**src/hw/rtl/rwf_pkg.sv**
```systemverilog
// Shared types and constants for the replay window filter.
// Holds the controller state encoding, the item class codes and the command/status structs.
// No dependencies.
`timescale 1ns / 1ps

package rwf_pkg;

    localparam int WIN_BITS_DEF = 8192;
    localparam int WORD_BITS    = 64;
    localparam int SEQ_W        = 32;

    // What the distance to the highest sequence says about an incoming word.
    typedef enum logic [2:0] {
        CL_FIRST,
        CL_REJECT,
        CL_FWD_NEAR,
        CL_FWD_FAR,
        CL_BACK_NEAR
    } t_class;

    typedef enum logic [2:0] {
        ST_IDLE,
        ST_PLAN,
        ST_CLEAR,
        ST_SWEEP_RD,
        ST_SWEEP_WR,
        ST_MARK_RD,
        ST_MARK_WR
    } t_state;

    typedef struct packed {
        logic load;
        logic plan;
        logic clear_step;
        logic take_mod;
        logic rd_sweep;
        logic sweep_wr;
        logic rd_target;
        logic mark_wr;
        logic reply_reject;
    } t_cmd;

    typedef struct packed {
        t_class cls;
        logic   clear_end;
        logic   mod_done;
        logic   sweep_last;
    } t_stat;

endpackage

```
**src/hw/rtl/rwf_ctrl.sv**
```systemverilog
// Controller of the replay window filter: sequences plan, clear, sweep and mark steps.
// Depends on rwf_pkg.
`timescale 1ns / 1ps

module rwf_ctrl import rwf_pkg::*; (
    input  logic  i_clk,
    input  logic  i_rst_n,
    input  logic  i_start,
    input  t_stat i_stat,
    output t_cmd  o_cmd,
    output logic  o_busy
);

    t_state r_state;
    t_state n_state;

    always_ff @(posedge i_clk) begin
        if (!i_rst_n) begin
            r_state <= ST_IDLE;
        end else begin
            r_state <= n_state;
        end
    end

    always_comb begin
        n_state = r_state;
        unique case (r_state)
            ST_IDLE: begin
                if (i_start) begin
                    n_state = ST_PLAN;
                end
            end
            ST_PLAN: begin
                unique case (i_stat.cls)
                    CL_FIRST, CL_FWD_FAR: n_state = ST_CLEAR;
                    CL_FWD_NEAR:          n_state = ST_SWEEP_RD;
                    CL_BACK_NEAR:         n_state = ST_MARK_RD;
                    default:              n_state = ST_IDLE;
                endcase
            end
            ST_CLEAR: begin
                if (i_stat.clear_end && i_stat.mod_done) begin
                    n_state = ST_MARK_RD;
                end
            end
            ST_SWEEP_RD: n_state = ST_SWEEP_WR;
            ST_SWEEP_WR: begin
                n_state = i_stat.sweep_last ? ST_IDLE : ST_SWEEP_RD;
            end
            ST_MARK_RD: n_state = ST_MARK_WR;
            ST_MARK_WR: n_state = ST_IDLE;
            default:    n_state = ST_IDLE;
        endcase
    end

    always_comb begin
        o_cmd  = '0;
        o_busy = 1'b1;
        unique case (r_state)
            ST_IDLE: begin
                o_busy     = 1'b0;
                o_cmd.load = i_start;
            end
            ST_PLAN: begin
                o_cmd.plan         = 1'b1;
                o_cmd.reply_reject = (i_stat.cls == CL_REJECT);
            end
            ST_CLEAR: begin
                o_cmd.clear_step = 1'b1;
                o_cmd.take_mod   = i_stat.clear_end && i_stat.mod_done;
            end
            ST_SWEEP_RD: o_cmd.rd_sweep  = 1'b1;
            ST_SWEEP_WR: o_cmd.sweep_wr  = 1'b1;
            ST_MARK_RD:  o_cmd.rd_target = 1'b1;
            ST_MARK_WR:  o_cmd.mark_wr   = 1'b1;
            default: begin
            end
        endcase
    end

endmodule

```
**config.mk**
```make
export PLATFORM = sky130hd
export DESIGN_NAME = rwf_ctrl
export DESIGN_NICKNAME = d
export VERILOG_FILES = /design/src/hw/rtl/rwf_pkg.sv /design/src/hw/rtl/rwf_ctrl.sv
export SDC_FILE = /design/constraint.sdc
export NUM_CORES = 1
export LEC_CHECK = 0
export BUFFER_PORTS_ARGS = -buffer_cell sky130_fd_sc_hd__buf_4
export CORE_AREA = 2 2 39 41
export DETAILED_ROUTE_END_ITERATION = 16
export DIE_AREA = 0 0 41 43
export PLACE_DENSITY = 0.53
export SKIP_CTS_REPAIR_TIMING = 1
export SYNTH_ARGS = -nofsm -noshare
export SYNTH_HDL_FRONTEND = slang
export SYNTH_SLANG_ARGS = --single-unit
```
**constraint.sdc**
```tcl
create_clock -name i_clk -period 1.38 [get_ports i_clk]
set_clock_uncertainty 0.05 [all_clocks]
set_input_delay 0.276 -clock i_clk [delete_from_list [all_inputs] [get_ports i_clk]]
set_output_delay 0.276 -clock i_clk [all_outputs]
set_load 0.02 [all_outputs]
```
==> flow_metrics.tcl <==
set metrics [dict create \
    p_leak_nw 0.299 \
    fillers 142 \
    critPathBufInv 3 \
    grt_usage_pct 9.93 \
    globalplace.congestion 0.745 \
    synth_area_per_cell_sq_um 7.47 \
    start_util_pct 20.5 \
    dp.final_hpwl_um 666 \
    largestRegisters "r_state x3" \
    start_kind "flop" \
    core-area_sq_mm 0.00138 \
    synth-edff-count 0 \
    die_y_um 43 \
    cellPowerDensity_mw_per_mm2 749 \
    synthArstFlopShare_pct 0 \
    cts_buffer_depth 2 \
    slew_headroom_pct 83.6 \
    synthFlopType "dfxtp_1" \
    fin_nets 79 \
    crit_fanout 3 \
    drv_cap 0 \
    setup_violations 11 \
    drive_above_1_share_pct 66.7 \
    netlist_area_sq_um 284 \
    rsz0062_at_grt "true" \
    drt_wl_total_um 932 \
    yosysMostFrequentCell "nand2_1" \
    antenna_found_initial 0 \
    worst_pin_slew_ns 0.246 \
    cp_top_family "simple AND/OR/NAND/NOR gates" \
    end_kind "output pin" \
    fmax_mhz 627 \
    fin_crit_ns 1.59 \
    placed_area_sq_um 515 \
    rows 14 \
    vias 389 \
    dr.first_iter.drc_count 9 \
    cts_tree "built" \
    grt_max_degree 10 \
    syn_nets 47 \
    timing.final.max_slew_violations 0 \
    clock_latency_ns 0.23 \
    ys_ff_latch 3 \
    ys_top_cells_by_area "dfxtp_1, nor3b_1, nand4b_1" \
    synth-seq-area-share_pct 21.1 \
    synth_cell_type_count 22 \
    crit_type "flop to output pin" \
    crit_arrival_ns 1.27 \
    largest_reg_flops 3 \
    netlist_instances 38 \
    grt-ovfl-total 0 \
    cp_slowest_stage_delay_ns 0.31 \
    yosys-top-cells-count "nand2_1, dfxtp_1, nor2_1, nor3_1, nor3b_1" \
    drt.antenna.violating_nets 0 \
    dieArea_sq_mm 0.00176 \
    wl_per_cell_um 11.0 \
    status "finished with violations" \
    hold_viol 0 \
    crit_slowest_cell "dfxtp_2" \
    synth_top_area_share_pct 21.1 \
    fin_area_sq_um 656 \
    clkSinkCount 3 \
    first_global_vias 314 \
    multi_input_area_sq_um 253 \
    antennaDiodeCount 0 \
    grt_pass1_wl_um 1170 \
    worstPathRequired_ns 1.05 \
    yosys_warnings 0 \
    utilization_pct 47.4 \
    cts-root-buf "clkbuf_4" \
    numCtsBuffers 3 \
    failed_checks "setup timing" \
    die_w_um 41 \
    yosysTopAreaCell "dfxtp_1" \
    clkTransAtPathRegs_ns 0.03 \
    detail_route.first_pass.iterations 3 \
    area_growth_pct 131 \
    portBuffers 18 \
    irDropWorstVdd_v 0.000260 \
    timing.final.crit_share_pct 116 \
    hold_path.class "primary input to flop" \
    worst_slack_ns -0.215 \
    top_register "r_state" \
    io_pins 19 \
    seq_area_sq_um 62.6 \
    viasPerCell 4.58 \
    crit_chain "buf_6, buf_12, nor3b_4, and3_4, buf_6" \
    htreeDepth 1 \
    crit_path_frequent_cell "buf_6" \
    drt_drc_violations_left 0 \
]
## cells in the final DEF (no fill, tap or decap), drive strengths merged, types with 2 or more instances in the layout
master and instances:
buf 30, nand2 4, clkbuf 4, nor3b 3, nor2 3, nor3 3, dfxtp 3, nand2b 2
nand4b 2, nand3 2, inv 2
## final cells by class
| cell class | count | area share, % |
|---|---|---|
| clock buffers | 4 | 4.01 |
| inverters | 2 | 1.15 |
| multi-input cells | 30 | 38.5 |
| flip-flops and latches | 3 | 9.54 |
| well taps | 16 | 3.05 |
| repair buffers | 30 | 43.7 |
## power by group
group | internal [mW] | total, mW | switching, mW
Clock | 0.108 | 0.148 | 0.0399
Combinational | 0.131 | 0.243 | 0.111
Sequential | 0.0959 | 0.100 | 0.00439
Total | 0.335 | 0.491 | 0.156
## stage by stage
step / setup TNS (ns) / power (mW) / std cells / setup slack (ns) / hold WS, ns
final: -1.68 / 0.491 / 85 / -0.215 / 0.273
after global routing: -2.17 / 0.522 / 85 / -0.277 / 0.284
after CTS: -1.84 / 0.450 / 80 / -0.263 / 0.268
after detailed placement: -0.0565 / 0.296 / 76 / -0.0354 / 0.505
after global placement: -0.0236 / 0.294 / 76 / -0.0109 / 0.508
after floorplan: -0.360 / 0.218 / 38 / -0.101 / 0.372
## metal layers
metal	track usage (%)	wire length, um	vias up
li1	-	-	196
met1	11.2	344	177
met2	15.3	518	16
met3	1.57	69	0
met4	8.00	0	0
met5	0	0	-
## worst min-delay path: stages
cell and delay (ns):
buf_4 0.10, nand3_1 0.06, nand3_1 0.08
## cells by family after synthesis
group                  Yosys count  synth area share [%]
XOR/XNOR                         1                  3.08
AND/OR/NAND/NOR                 25                  52.9
AO/OA/AOI/OAI                    4                  13.7
buffers and inverters            5                  9.25
flip-flops                       3                  21.1
## final timing paths
kind | from | endpoint | slack (ns) | cells after the start
worst max-delay path | r_state[2] | o_cmd[5] | -0.21 | 5
worst min-delay path | i_rst_n | r_state[1] | 0.27 | 3
worst max register to register | r_state[2] | r_state[0] | -0.06 | 7
worst min register to register | r_state[2] | r_state[0] | 0.66 | 3
No activity file was read; power rests on OpenSTA's default activity.
